===== src/rtl/assert_macros.svh =====
// Assertion helpers for the RTL.
`ifndef ASSERT_MACROS_SVH
`define ASSERT_MACROS_SVH

// Property checked on every rising edge, off while reset is low.
`define QMM_ASSERT(lbl, clk, rst_n, prop) \
    lbl: assert property (@(posedge clk) disable iff (!rst_n) prop) \
        else $error("qmm assertion failed");

// Expression that must never be true outside reset.
`define QMM_ASSERT_NEVER(lbl, clk, rst_n, expr) \
    `QMM_ASSERT(lbl, clk, rst_n, !(expr))

`endif


===== src/rtl/qmm_pkg.sv =====
package qmm_pkg;

    localparam int NUM_MOTORS = 4;
    localparam int SPEED_W    = 12;
    localparam int THR_W      = 10;
    localparam int DRV_W      = 13;
    localparam int STEP_W     = 8;
    localparam int CFG_IDX_W  = 2;
    localparam int CFG_DATA_W = 12;
    // Widest mixed sum stays within +/-17.5k
    localparam int SUM_W      = 16;

    localparam int IN_DATA_W  = 64;
    localparam int IN_USER_W  = 2;
    localparam int OUT_DATA_W = NUM_MOTORS * SPEED_W;
    localparam int OUT_USER_W = 1;

    typedef enum logic [1:0] {
        MODE_IDLE   = 2'd0,
        MODE_NORMAL = 2'd1,
        MODE_HEIGHT = 2'd2,
        MODE_FAIL   = 2'd3
    } t_mode;

    localparam logic [CFG_IDX_W-1:0] CFG_SPEED_MAX = 2'd0;
    localparam logic [CFG_IDX_W-1:0] CFG_YAW_LIMIT = 2'd1;
    localparam logic [CFG_IDX_W-1:0] CFG_FAIL_STEP = 2'd2;

    localparam logic [SPEED_W-1:0] SPEED_MAX_RST = 12'd700;
    localparam logic [SPEED_W-1:0] YAW_LIMIT_RST = 12'd100;
    localparam logic [STEP_W-1:0]  FAIL_STEP_RST = 8'd3;

    typedef logic [SPEED_W-1:0] t_speed;
    // element 0 front left, 1 front right, 2 rear left, 3 rear right
    typedef logic [NUM_MOTORS-1:0][SPEED_W-1:0] t_speeds;

    typedef struct packed {
        t_mode                    mode;
        logic [THR_W-1:0]         throttle;
        logic signed [DRV_W-1:0]  pitch_drive;
        logic signed [DRV_W-1:0]  roll_drive;
        logic signed [DRV_W-1:0]  yaw_drive;
        logic signed [DRV_W-1:0]  height_drive;
    } t_item;

    typedef struct packed {
        t_speeds speeds;
        logic    landed;
    } t_result;

    typedef struct packed {
        logic [SPEED_W-1:0] speed_max;
        logic [SPEED_W-1:0] yaw_limit;
        logic [STEP_W-1:0]  fail_step;
    } t_cfg;

    function automatic t_speed clamp_speed(input logic signed [SUM_W-1:0] v,
                                           input logic [SPEED_W-1:0] hi);
        logic signed [SUM_W-1:0] hi_s;
        hi_s = $signed({{(SUM_W-SPEED_W){1'b0}}, hi});
        if (v > hi_s) begin
            return hi;
        end else if (v < 0) begin
            return '0;
        end
        return v[SPEED_W-1:0];
    endfunction

endpackage


===== src/rtl/quad_motor_mixer_with_failsafe_unit.sv =====
// Quad-X motor mixer with fail-safe ramp-down.
// Input stream: one beat per control tick. tuser carries the flight mode
// (idle, normal, fixed height, fail); tdata carries throttle and the pitch,
// roll, yaw and height controller outputs.
// Output stream: one beat per input beat with the four clamped motor speeds
// in tdata and the landed flag in tuser.
// Configuration: speed_max, yaw_limit and fail_step through a plain write
// port; write only while no beat is in flight.
// Stages: input register, then the mixer into the result register.
// Throughput: one beat per cycle while the output is not stalled.
// The mixer is a single adder/clamp pass; the stored speeds used by fail
// mode update on the same edge that loads the result register, so back to
// back beats see each other's speeds.
// Reset: stored speeds go to zero, registers to 700 / 100 / 3, both stages
// empty. A stalled output holds its beat; the input register takes one more
// beat and then deasserts tready until the output drains.
module quad_motor_mixer_with_failsafe_unit (
    input  logic                                i_clk,
    input  logic                                i_rst_n,
    input  logic                                i_s_axis_tvalid,
    output logic                                o_s_axis_tready,
    // throttle[9:0], pitch_drive[22:10], roll_drive[35:23],
    // yaw_drive[48:36], height_drive[61:49], zero fill [63:62]
    input  logic [qmm_pkg::IN_DATA_W-1:0]       i_s_axis_tdata,
    // mode[1:0]
    input  logic [qmm_pkg::IN_USER_W-1:0]       i_s_axis_tuser,
    output logic                                o_m_axis_tvalid,
    input  logic                                i_m_axis_tready,
    // front_left[11:0], front_right[23:12], rear_left[35:24], rear_right[47:36]
    output logic [qmm_pkg::OUT_DATA_W-1:0]      o_m_axis_tdata,
    // landed[0]
    output logic [qmm_pkg::OUT_USER_W-1:0]      o_m_axis_tuser,
    input  logic                                i_cfg_we,
    input  logic [qmm_pkg::CFG_IDX_W-1:0]       i_cfg_index,
    input  logic [qmm_pkg::CFG_DATA_W-1:0]      i_cfg_data
);
    import qmm_pkg::*;

    `include "assert_macros.svh"

    logic    r_in_valid;
    t_item   r_in;
    t_item   n_in;
    logic    r_out_valid;
    t_result r_out;
    t_result w_result;
    t_speeds r_speed;
    t_cfg    r_cfg;
    logic    w_adv;
    logic    w_fire;
    logic    w_s_beat;

    assign w_adv    = !r_out_valid || i_m_axis_tready;
    assign w_fire   = r_in_valid && w_adv;
    assign o_s_axis_tready = !r_in_valid || w_adv;
    assign w_s_beat = i_s_axis_tvalid && o_s_axis_tready;

    always_comb begin
        n_in.mode         = t_mode'(i_s_axis_tuser[1:0]);
        n_in.throttle     = i_s_axis_tdata[9:0];
        n_in.pitch_drive  = $signed(i_s_axis_tdata[22:10]);
        n_in.roll_drive   = $signed(i_s_axis_tdata[35:23]);
        n_in.yaw_drive    = $signed(i_s_axis_tdata[48:36]);
        n_in.height_drive = $signed(i_s_axis_tdata[61:49]);
    end

    qmm_mix u_mix (
        .i_item   (r_in),
        .i_speeds (r_speed),
        .i_cfg    (r_cfg),
        .o_result (w_result)
    );

    always_ff @(posedge i_clk) begin
        if (!i_rst_n) begin
            r_in_valid  <= 1'b0;
            r_out_valid <= 1'b0;
            r_speed     <= '0;
            r_cfg.speed_max <= SPEED_MAX_RST;
            r_cfg.yaw_limit <= YAW_LIMIT_RST;
            r_cfg.fail_step <= FAIL_STEP_RST;
        end else begin
            if (w_s_beat) begin
                r_in_valid <= 1'b1;
            end else if (w_fire) begin
                r_in_valid <= 1'b0;
            end
            if (w_fire) begin
                r_out_valid <= 1'b1;
                r_speed     <= w_result.speeds;
            end else if (i_m_axis_tready) begin
                r_out_valid <= 1'b0;
            end
            if (i_cfg_we) begin
                unique case (i_cfg_index)
                    CFG_SPEED_MAX: r_cfg.speed_max <= i_cfg_data[SPEED_W-1:0];
                    CFG_YAW_LIMIT: r_cfg.yaw_limit <= i_cfg_data[SPEED_W-1:0];
                    CFG_FAIL_STEP: r_cfg.fail_step <= i_cfg_data[STEP_W-1:0];
                    default: ;
                endcase
            end
        end
    end

    // payload, no reset
    always_ff @(posedge i_clk) begin
        if (w_s_beat) begin
            r_in <= n_in;
        end
        if (w_fire) begin
            r_out <= w_result;
        end
    end

    assign o_m_axis_tvalid = r_out_valid;
    assign o_m_axis_tdata  = r_out.speeds;
    assign o_m_axis_tuser  = r_out.landed;

    // the pending beat always mirrors the stored speeds
    `QMM_ASSERT(a_out_matches_state, i_clk, i_rst_n,
        r_out_valid |-> (r_out.speeds == r_speed))
    `QMM_ASSERT_NEVER(a_landed_nonzero, i_clk, i_rst_n,
        r_out_valid && r_out.landed && (r_out.speeds != '0))
    `QMM_ASSERT(a_idle_zero, i_clk, i_rst_n,
        (w_fire && (r_in.mode == MODE_IDLE)) |=> (r_out.speeds == '0 && !r_out.landed))
    `QMM_ASSERT(a_landed_only_fail, i_clk, i_rst_n,
        (w_fire && (r_in.mode != MODE_FAIL)) |=> !r_out.landed)

endmodule


===== src/rtl/qmm_mix.sv =====
module qmm_mix (
    input  qmm_pkg::t_item   i_item,
    input  qmm_pkg::t_speeds i_speeds,
    input  qmm_pkg::t_cfg    i_cfg,
    output qmm_pkg::t_result o_result
);
    import qmm_pkg::*;

    localparam int YC_W = DRV_W + 1;

    logic signed [YC_W-1:0]  w_lim;
    logic signed [YC_W-1:0]  w_yaw;
    logic signed [YC_W-1:0]  w_yc;
    logic signed [SUM_W-1:0] w_thr;
    logic signed [SUM_W-1:0] w_p;
    logic signed [SUM_W-1:0] w_r;
    logic signed [SUM_W-1:0] w_y;
    logic signed [SUM_W-1:0] w_h;
    logic signed [SUM_W-1:0] w_mix [NUM_MOTORS];
    logic signed [SUM_W-1:0] w_dec [NUM_MOTORS];
    logic signed [SUM_W-1:0] w_raw [NUM_MOTORS];
    logic                    w_all_low;

    // symmetric yaw clamp
    always_comb begin
        w_lim = $signed({{(YC_W-SPEED_W){1'b0}}, i_cfg.yaw_limit});
        w_yaw = YC_W'(i_item.yaw_drive);
        if (w_yaw > w_lim) begin
            w_yc = w_lim;
        end else if (w_yaw < -w_lim) begin
            w_yc = -w_lim;
        end else begin
            w_yc = w_yaw;
        end
    end

    always_comb begin
        w_thr = $signed({{(SUM_W-THR_W){1'b0}}, i_item.throttle});
        w_p   = SUM_W'(i_item.pitch_drive);
        w_r   = SUM_W'(i_item.roll_drive);
        w_y   = SUM_W'(w_yc);
        w_h   = (i_item.mode == MODE_HEIGHT) ? SUM_W'(i_item.height_drive) : '0;
        w_mix[0] = w_thr + w_p - w_r + w_y + w_h;
        w_mix[1] = w_thr + w_p + w_r - w_y + w_h;
        w_mix[2] = w_thr - w_p - w_r - w_y + w_h;
        w_mix[3] = w_thr - w_p + w_r + w_y + w_h;
    end

    // fail ramp-down from the stored speeds
    always_comb begin
        w_all_low = 1'b1;
        for (int i = 0; i < NUM_MOTORS; i++) begin
            w_dec[i] = $signed({{(SUM_W-SPEED_W){1'b0}}, i_speeds[i]})
                     - $signed({{(SUM_W-STEP_W){1'b0}}, i_cfg.fail_step});
            if (w_dec[i] > 0) begin
                w_all_low = 1'b0;
            end
        end
    end

    always_comb begin
        o_result.landed = 1'b0;
        for (int i = 0; i < NUM_MOTORS; i++) begin
            w_raw[i] = '0;
        end
        unique case (i_item.mode)
            MODE_IDLE: begin
                for (int i = 0; i < NUM_MOTORS; i++) begin
                    w_raw[i] = '0;
                end
            end
            MODE_FAIL: begin
                for (int i = 0; i < NUM_MOTORS; i++) begin
                    w_raw[i] = w_dec[i];
                end
                o_result.landed = w_all_low;
            end
            default: begin
                for (int i = 0; i < NUM_MOTORS; i++) begin
                    w_raw[i] = w_mix[i];
                end
            end
        endcase
        for (int i = 0; i < NUM_MOTORS; i++) begin
            o_result.speeds[i] = clamp_speed(w_raw[i], i_cfg.speed_max);
        end
    end

endmodule


===== config.mk =====
export PLATFORM = sky130hd
export DESIGN_NAME = quad_motor_mixer_with_failsafe_unit
export DESIGN_NICKNAME = d
export VERILOG_FILES = /design/src/rtl/qmm_pkg.sv /design/src/rtl/quad_motor_mixer_with_failsafe_unit.sv /design/src/rtl/qmm_mix.sv
export VERILOG_INCLUDE_DIRS = /design/src /design/src/rtl
export SDC_FILE = /design/constraint.sdc
export NUM_CORES = 1
export LEC_CHECK = 0
export BUFFER_PORTS_ARGS = -buffer_cell sky130_fd_sc_hd__clkbuf_2
export CAP_MARGIN = 10
export CORE_MARGIN = 4
export CORE_UTILIZATION = 35
export DETAILED_ROUTE_END_ITERATION = 8
export GPL_TIMING_DRIVEN = 0
export SLEW_MARGIN = 30
export SYNTH_ARGS = -nofsm -noshare
export SYNTH_HDL_FRONTEND = slang
export SYNTH_SLANG_ARGS = --single-unit
export TNS_END_PERCENT = 100

===== constraint.sdc =====
create_clock -name i_clk -period 7.8 [get_ports i_clk]
set_input_delay 1.56 -clock i_clk [delete_from_list [all_inputs] [get_ports i_clk]]
set_output_delay 1.56 -clock i_clk [all_outputs]
set_load 0.005 [all_outputs]

==> results of run 1 <==
==> report_power, final <==
part | internal, mW | switching [mW]
registers | 1.30 | 0.0928
clock network | 0.421 | 0.432
logic | 2.60 | 3.76
total | 4.32 | 4.29
==> final cells by class <==
class | count | area (um2)
fillers | 5246 | 31000
multi-input cells | 1669 | 13300
flip-flops and latches | 195 | 5040
repair buffers | 165 | 981
well taps | 688 | 861
inverters | 213 | 800
clock buffers | 19 | 434
plain buffers | 54 | 256
clock inverters | 13 | 119
==> final timing paths <==
path | slack (ps) | cells after the start | to
min | 460 | 2 | r_speed[12]
max | 200 | 31 | o_m_axis_tdata[46]
min reg2reg | 460 | 2 | r_speed[12]
max reg2reg | 200 | 31 | o_m_axis_tdata[46]
==> cell usage after synthesis (all sizes together) (30+ instances only) <==
| cell type | instances | area, um2 |
|---|---|---|
| nor2b | 39 | 244 |
| inv | 213 | 800 |
| xnor2 | 101 | 892 |
| a21o | 33 | 248 |
| edfxtp | 113 | 3390 |
| o22ai | 30 | 188 |
| nor2 | 158 | 593 |
| fa | 70 | 1400 |
| xor2 | 53 | 464 |
| nor3 | 33 | 170 |
| ha | 240 | 3000 |
| nand2 | 200 | 751 |
| a21oi | 119 | 599 |
| o21ai | 155 | 776 |
| mux2i | 59 | 591 |
| clkbuf | 50 | 188 |
| dfxtp | 82 | 1640 |
| nand3 | 43 | 215 |
==> cell usage in the layout (no fill, tap or decap), types with 8 or more instances in the layout <==
| cell | Yosys | layout |
|---|---|---|
| nor2_1 | 158 | 158 |
| o21ai_0 | 152 | 142 |
| buf_4 | 3 | 27 |
| nor2b_1 | 39 | 36 |
| mux2i_4 | 0 | 9 |
| mux2i_1 | 59 | 23 |
| xnor2_1 | 100 | 96 |
| clkbuf_1 | 50 | 40 |
| xor2_1 | 53 | 48 |
| nand2b_1 | 28 | 28 |
| dfxtp_1 | 82 | 78 |
| nor4_1 | 16 | 15 |
| o21ai_1 | 3 | 9 |
| a21oi_2 | 1 | 8 |
| a21boi_0 | 22 | 20 |
| fa_1 | 70 | 70 |
| mux2i_2 | 0 | 27 |
| buf_6 | 0 | 8 |
| a21o_1 | 33 | 33 |
| clkbuf_2 | 0 | 136 |
| a21oi_1 | 118 | 110 |
| edfxtp_1 | 113 | 113 |
| or3_1 | 10 | 10 |
| a211oi_1 | 23 | 19 |
| nand4_1 | 14 | 14 |
| nand3_1 | 43 | 42 |
| clkbuf_16 | 0 | 17 |
| nand2_1 | 200 | 200 |
| ha_1 | 240 | 235 |
| o22ai_1 | 30 | 28 |
| o21bai_1 | 16 | 15 |
| o31ai_1 | 18 | 15 |
| o21a_1 | 27 | 27 |
| and3_1 | 8 | 8 |
| nor3_1 | 32 | 31 |
| or2_2 | 10 | 10 |
| o211ai_1 | 24 | 24 |
| inv_1 | 212 | 210 |
==> cell families (layout without fill, tap and decap cells) <==
kind of cell	Yosys count	after routing	share of synthesized area [%]
simple gates	593	593	14.9
compound gates	545	545	18.5
fa+ha+maj	310	310	23.4
buf+inv	276	464	5.60
flops	195	195	26.8
xor+xnor	154	154	7.21
mux	67	67	3.64
==> worst min-delay path, stage by stage, from the launching register on <==
cell and delay (ps):
dfxtp_1 320, nand2_1 50, o21ai_1 50
==> flip-flops by register name, indices dropped and copies added (netlist names) <==
| signal | count |
|---|---|
| o_m_axis_tuser | 1 |
| r_in_valid | 1 |
| o_m_axis_tvalid | 1 |
| r_cfg | 32 |
| o_m_axis_tdata | 48 |
| r_in | 64 |
| r_speed | 48 |
==> stage by stage <==
stage / setup WS [ps] / hold WS, ps / cells
4_1_cts: 6.65 / 463 / 3004
3_5_place_dp: -1420 / 450 / 2965
3_3_place_gp: -1390 / 438 / 2960
5_1_grt: -107 / 489 / 3016
2_1_floorplan: 535 / 425 / 2140
6_report: 198 / 460 / 3016
==> repair_timing <==
item,in CTS,in global routing
endpoints found under the setup margin,96,96
gates resized for setup,34,123
cloned,0,2
buffers inserted,11,15
endpoints found under the hold margin,0,0
pin swaps,6,20
==> layer usage <==
metal | global-route usage, % | vias to the layer above | routed length, um
li1 | - | 7905 | -
met1 | 27.5 | 7701 | 27700
met2 | 36.0 | 374 | 29200
met3 | 2.90 | 87 | 2640
met4 | 7.42 | 0 | 1810
met5 | 0 | - | 0
==> results.sh, run 1 <==
export IMPL_outcome="complete, no violations"
export IMPL_cts_hold_buffers_added=0
export IMPL_final_setup_viol_count=0
export IMPL_tritoncts_num_buffers=17
export IMPL_fmax_mhz=132
export IMPL_port_buffers=132
export IMPL_synth_nets=2535
export IMPL_utilization_pct=41.3
export IMPL_finalNetCount=2710
export IMPL_cp_end_kind="flop"
export IMPL_antenna_found_initial=0
export IMPL_ios=136
export IMPL_worstPathArrival_ps=7800
export IMPL_via_count=16100
export IMPL_start_util_pct=35.6
export IMPL_wl_um=61300
export IMPL_path_delay_family="adder cells"
export IMPL_irDropWorstVdd_v=0.000241
export IMPL_skew_ps=15.9
export IMPL_slew_headroom_pct=43.8
export IMPL_htreeDepth=4
export IMPL_postSynthAreaPerCell_um2=8.79
export IMPL_cp_num_buf_inv=3
export IMPL_place_area_mm2=0.0205
export IMPL_core_area_mm2=0.0529
export IMPL_drt_initial_drc_count=973
export IMPL_regToRegStartpoint="r_in[52]"
export IMPL_gp_congestion=0.953
export IMPL_area_growth_pct=16.1
export IMPL_max_cap_violations=0
export IMPL_hold_violations=0
export IMPL_num_rows=84
export IMPL_ys_types=77
export IMPL_hold_class="flop to flop"
export IMPL_die_y_um=240
export IMPL_cts_tree="built"
export IMPL_p_per_area_mw_per_mm2=394
export IMPL_hold_path_startpoint="r_speed[12]"
export IMPL_die_w_um=240
export IMPL_hpwl_um=51200
export IMPL_cp_required_ps=8000
export IMPL_drive_gt1_share_pct=14.6
export IMPL_dieArea_mm2=0.0575
export IMPL_crit_start="r_in[52]"
export IMPL_grt_max_degree=52
export IMPL_grt_overflow=0
export IMPL_diodes=0
export IMPL_finalSetupTns_ps=0
export IMPL_clkSinkCount=195
export IMPL_crit_type="flop to flop"
export IMPL_syn_instance_count=2140
export IMPL_worstSkewPairLatency_ps=490
export IMPL_cts_root_buffer="clkbuf_16"
export IMPL_wl_per_cell_um=20.3
export IMPL_netlist_area_mm2=0.0188
export IMPL_grt_total_usage_pct=21.1
export IMPL_rsz0062_at_grt="true"
export IMPL_slew_viol_final=0
export IMPL_synth_edff_count=113
export IMPL_antenna_left=0
export IMPL_synth_seq_cells=195
export IMPL_drt_pass1_iterations=5
export IMPL_grt_pass1_vias=16000
export IMPL_stdcell_area_mm2=0.0218
export IMPL_critPathLaunchType="flop"
export IMPL_worst_path_max_delay_cell="or4_1"
export IMPL_grt_pass1_wl_um=92300
export IMPL_finalPower_mw=8.61
export IMPL_drc=0
export IMPL_critPathMaxStageDelay_ps=580
export IMPL_synth_warnings=0
export IMPL_fin_crit_sh_pct=97.5
export IMPL_clockBufferDepth=2
export IMPL_ys_flop_type="edfxtp_1"
export IMPL_yosysSeqAreaShare_pct=26.8
export IMPL_drt_vias_per_instance=5.33
export IMPL_power_leakage_nw=9.53
export IMPL_path_clk_slew_ps=80
export IMPL_synthArstFlopShare_pct=0
export IMPL_critPathMaxFanout=10
export IMPL_tightest_slew_ps=839
export IMPL_post_route_min_period_ps=7600
Note: power is estimated with default switching activity, not from simulation.
==> run 2, diff against run 1 <==
--- a/config.mk
+++ b/config.mk
@@ -8,10 +8,13 @@
 export LEC_CHECK = 0
 export BUFFER_PORTS_ARGS = -buffer_cell sky130_fd_sc_hd__clkbuf_2
 export CAP_MARGIN = 10
+export CELL_PAD_IN_SITES_DETAIL_PLACEMENT = 1
+export CELL_PAD_IN_SITES_GLOBAL_PLACEMENT = 2
 export CORE_MARGIN = 4
 export CORE_UTILIZATION = 35
 export DETAILED_ROUTE_END_ITERATION = 8
 export GPL_TIMING_DRIVEN = 0
+export PLACE_DENSITY_LB_ADDON = 0.1
 export SLEW_MARGIN = 30
 export SYNTH_ARGS = -nofsm -noshare
 export SYNTH_HDL_FRONTEND = slang
==> results.sh, run 2 (synthesis results as in run 1) <==
export IMPL_area_growth_pct=18.9
export IMPL_met1_usage_pct=30.5
export IMPL_htreeDepth=4
export IMPL_wl_per_cell_um=22.5
export IMPL_core_area_mm2=0.0529
export IMPL_wl_um=68300
export IMPL_hold_class="flop to flop"
export IMPL_use_met2_pct=42.0
export IMPL_die_y_um=240
export IMPL_cp_end_kind="flop"
export IMPL_num_rows=84
export IMPL_cts_root_buffer="clkbuf_16"
export IMPL_die_w_um=240
export IMPL_diodes=0
export IMPL_dp_cells=2967
export IMPL_worst_path_max_delay_cell="or4_1"
export IMPL_worstPathArrival_ps=7710
export IMPL_met3_usage_pct=2.12
export IMPL_slew_viol_final=0
export IMPL_irDropWorstVdd_v=0.000241
export IMPL_drive_gt1_share_pct=16.9
export IMPL_tightest_slew_ps=850
export IMPL_final_cells=3032
export IMPL_outcome="complete, no violations"
export IMPL_regMostFlops="r_in"
export IMPL_gp_congestion=0.911
export IMPL_crit_type="flop to flop"
export IMPL_layout_common_cells="228 x ha_1, 210 x inv_1, 199 x nand2_1"
export IMPL_via_count=16400
export IMPL_ios=136
export IMPL_cts_tree="built"
export IMPL_hpwl_um=57200
export IMPL_crit_start="r_cfg[9]"
export IMPL_fmax_mhz=133
export IMPL_grt_overflow=0
export IMPL_fin_crit_sh_pct=96.2
export IMPL_port_buffers=132
export IMPL_dieArea_mm2=0.0575
export IMPL_power_leakage_nw=9.68
export IMPL_rsz0062_at_grt="true"
export IMPL_hold_violations=0
export IMPL_drc=0
export IMPL_cp_required_ps=8010
export IMPL_clkSinkCount=195
export IMPL_drt_pass1_iterations=5
export IMPL_grt_busiest_layer="met2"
export IMPL_antenna_found_initial=0
export IMPL_post_route_min_period_ps=7510
export IMPL_finalPower_mw=9.34
export IMPL_grt_max_degree=51
export IMPL_clockBufferDepth=2
export IMPL_skew_ps=20.7
export IMPL_critPathMaxFanout=10
export IMPL_final_setup_viol_count=0
export IMPL_regToRegStartpoint="r_cfg[9]"
export IMPL_tritoncts_num_buffers=17
export IMPL_grt_total_usage_pct=23.6
export IMPL_largest_reg_flops=64
export IMPL_path_clk_slew_ps=80
export IMPL_grt_pass1_vias=16900
export IMPL_finalNetCount=2726
export IMPL_grt_pass1_wl_um=103000
export IMPL_start_util_pct=35.6
export IMPL_drt_initial_drc_count=695
export IMPL_final_common_cell="ha_1"
export IMPL_critPathLaunchType="flop"
export IMPL_hold_path_startpoint="r_speed[24]"
export IMPL_critPathMaxStageDelay_ps=570
export IMPL_max_cap_violations=0
export IMPL_cts_hold_buffers_added=0
export IMPL_p_per_area_mw_per_mm2=418
export IMPL_worstSkewPairLatency_ps=500
export IMPL_antenna_left=0
export IMPL_drt_vias_per_instance=5.39
export IMPL_n_fill_cell=6159
export IMPL_slew_headroom_pct=42.8
## run 2: path summary, 6_finish.rpt
check / endpoint / slack, ps / cells past startpoint
worst max-delay path: o_m_axis_tdata[46] / 290 / 31
worst min-delay path: r_speed[24] / 470 / 2
worst max register to register: o_m_axis_tdata[46] / 290 / 31
worst min register to register: r_speed[24] / 470 / 2
## run 2: per-stage QoR
step | worst slack [ps] | util (%) | hold WS [ps] | setup TNS, ps | cell area [um2]
after global placement | -1370 | 38.5 | 437 | -102110 | 20300
after CTS | 1.85 | 40.6 | 471 | 0 | 21400
after global routing | -74.7 | 42.3 | 500 | -1540 | 22400
final | 293 | 42.3 | 472 | 0 | 22400
after floorplan | 535 | - | 425 | 0 | 18800
after detailed placement | -1470 | 38.8 | 451 | -109440 | 20500
## run 2: final cells by class
type                            count  area (um2)  area share (%)
Multi-Input combinational cell   1669       13700            61.2
Inverter                          213         800            3.57
Sequential cell                   195        5050            22.6
Tap cell                          688         861            3.85
Buffer                             53         268            1.20
Clock buffer                       20         457            2.04
Clock inverter                     12         113           0.503
Timing Repair Buffer              182        1140            5.10
## run 2: worst max-delay path, delay by kind of cell, from the launching register on
family,cells,cell delay (ps)
buf+inv,4,670
xor+xnor,2,460
simple gates,4,940
mux,1,230
compound gates,15,2830
fa+ha+maj,5,1670
flops,1,390
## run 2: layer usage
metal | part of all wire [%] | vias up
met1 | 45 | 8070
li1 | - | 7951
met4 | 2.9 | 0
met2 | 50 | 260
met5 | 0 | -
met3 | 2.7 | 76
## run 2: timing repair
item | 4_1_cts | 5_1_grt
setup endpoints to repair | 96 | 96
setup buffers | 13 | 26
pin swaps | 8 | 24
cloned | 0 | 4
gates resized for setup | 70 | 155
## run 2: power breakdown
part | switching (mW) | leakage, nW | internal [mW]
Combinational | 4.13 | 7.65 | 2.92
Clock | 0.454 | 0.281 | 0.437
Sequential | 0.0948 | 1.75 | 1.30
Total | 4.68 | 9.68 | 4.66
==> run 3, diff against run 2 <==
--- a/config.mk
+++ b/config.mk
@@ -12,6 +12,7 @@
 export CELL_PAD_IN_SITES_GLOBAL_PLACEMENT = 2
 export CORE_MARGIN = 4
 export CORE_UTILIZATION = 35
+export CTS_BUF_LIST = sky130_fd_sc_hd__clkbuf_8
 export DETAILED_ROUTE_END_ITERATION = 8
 export GPL_TIMING_DRIVEN = 0
 export PLACE_DENSITY_LB_ADDON = 0.1
==> results.sh, run 3 (synthesis results as in run 1) <==
export IMPL_critPathLaunchType="flop"
export IMPL_gp_congestion=0.911
export IMPL_dieArea_mm2=0.0575
export IMPL_grt_overflow=0
export IMPL_tritoncts_num_buffers=17
export IMPL_finalPower_mw=8.89
export IMPL_drc=0
export IMPL_ios=136
export IMPL_drive_gt1_share_pct=16.4
export IMPL_regMostFlops="r_in"
export IMPL_drt_pass1_iterations=5
export IMPL_cp_num_buf_inv=3
export IMPL_grt_total_usage_pct=23.6
export IMPL_final_setup_viol_count=0
export IMPL_largest_reg_flops=64
export IMPL_stdcell_area_mm2=0.0220
export IMPL_max_cap_violations=0
export IMPL_worstSkewPairLatency_ps=570
export IMPL_die_y_um=240
export IMPL_grt_pass1_wl_um=103000
export IMPL_post_route_min_period_ps=7520
export IMPL_grt_pass1_vias=16900
export IMPL_wl_um=68300
export IMPL_finalNetCount=2721
export IMPL_worstPathArrival_ps=7820
export IMPL_power_leakage_nw=9.57
export IMPL_num_rows=84
export IMPL_dp_cells=2967
export IMPL_drt_vias_per_instance=5.41
export IMPL_final_cells=3027
export IMPL_path_delay_family="compound AO/OA/AOI/OAI gates"
export IMPL_drt_initial_drc_count=733
export IMPL_core_area_mm2=0.0529
export IMPL_hpwl_um=57200
export IMPL_critPathMaxFanout=10
export IMPL_slew_viol_final=0
export IMPL_fmax_mhz=133
export IMPL_fin_crit_sh_pct=96.4
export IMPL_cp_end_kind="flop"
export IMPL_cp_required_ps=8100
export IMPL_die_w_um=240
export IMPL_clkSinkCount=195
export IMPL_antenna_found_initial=0
export IMPL_outcome="complete, no violations"
export IMPL_cts_hold_buffers_added=0
export IMPL_finalSetupTns_ps=0
export IMPL_hold_class="flop to flop"
export IMPL_grt_busiest_layer="met2"
export IMPL_final_common_cell="ha_1"
export IMPL_hold_violations=0
export IMPL_clockBufferDepth=2
export IMPL_diodes=0
export IMPL_use_met2_pct=42.0
export IMPL_utilization_pct=41.6
export IMPL_slew_headroom_pct=33.5
export IMPL_critPathMaxStageDelay_ps=550
export IMPL_layout_common_cells="230 x ha_1, 211 x inv_1, 198 x nand2_1"
export IMPL_tightest_slew_ps=989
export IMPL_skew_ps=30.6
export IMPL_grt_max_degree=51
export IMPL_cts_tree="built"
export IMPL_antenna_left=0
export IMPL_start_util_pct=35.6
export IMPL_irDropWorstVdd_v=0.000199
export IMPL_via_count=16400
export IMPL_htreeDepth=4
export IMPL_crit_type="flop to flop"
export IMPL_place_area_mm2=0.0205
export IMPL_met3_usage_pct=2.21
export IMPL_met1_usage_pct=30.5
export IMPL_area_growth_pct=16.9
export IMPL_worst_path_max_delay_cell="or4_1"
export IMPL_p_per_area_mw_per_mm2=404
export IMPL_port_buffers=132
export IMPL_wl_per_cell_um=22.5
export IMPL_path_clk_slew_ps=120
export IMPL_cts_root_buffer="clkbuf_8"
==> run 3: path summary, 6_finish.rpt <==
path                              to         from  cells after the start  slack, ps
setup / recovery  o_m_axis_tdata[46]    r_cfg[11]                     30        280
hold / removal           r_speed[12]  r_speed[12]                      2        460
setup reg to reg  o_m_axis_tdata[46]    r_cfg[11]                     30        280
hold reg to reg          r_speed[12]  r_speed[12]                      2        460
==> run 3: cell type report <==
class | count | area [um2]
Sequential cell | 195 | 5050
Clock inverter | 13 | 116
Multi-Input combinational cell | 1669 | 13500
Clock buffer | 19 | 262
Fill cell | 6206 | 30900
Timing Repair Buffer | 177 | 1100
Buffer | 53 | 259
Tap cell | 688 | 861
Inverter | 213 | 800
==> run 3: metal layers <==
layer	part of all wire, %	wire, um	vias up
li1	-	-	7931
met4	2.7	1840	0
met2	50	34100	282
met3	2.7	1830	74
met1	45	30500	8076
met5	0	0	-
==> run 3: worst min-delay path, stage by stage, from the launching register on <==
cell	delay, ps
dfxtp_1	330
nand2_1	50
o21ai_1	50
==> run 3: what timing repair did <==
item,4_1_cts,5_1_grt
gates resized for setup,68,133
setup buffers,14,21
endpoints found under the setup margin,96,96
gates cloned,0,3
pin swaps,7,18
==> run 3: power by group <==
group	internal [mW]	switching [mW]	total, mW
Clock	0.248	0.431	0.679
Sequential	1.30	0.0934	1.40
Combinational	2.77	4.05	6.82
Total	4.32	4.57	8.89
==> run 3: stage by stage <==
step | setup slack, ps | hold slack (ps)
2_1_floorplan | 535 | 425
3_3_place_gp | -1370 | 437
4_1_cts | 3.28 | 467
6_report | 282 | 462
5_1_grt | -57.9 | 506
3_5_place_dp | -1470 | 451
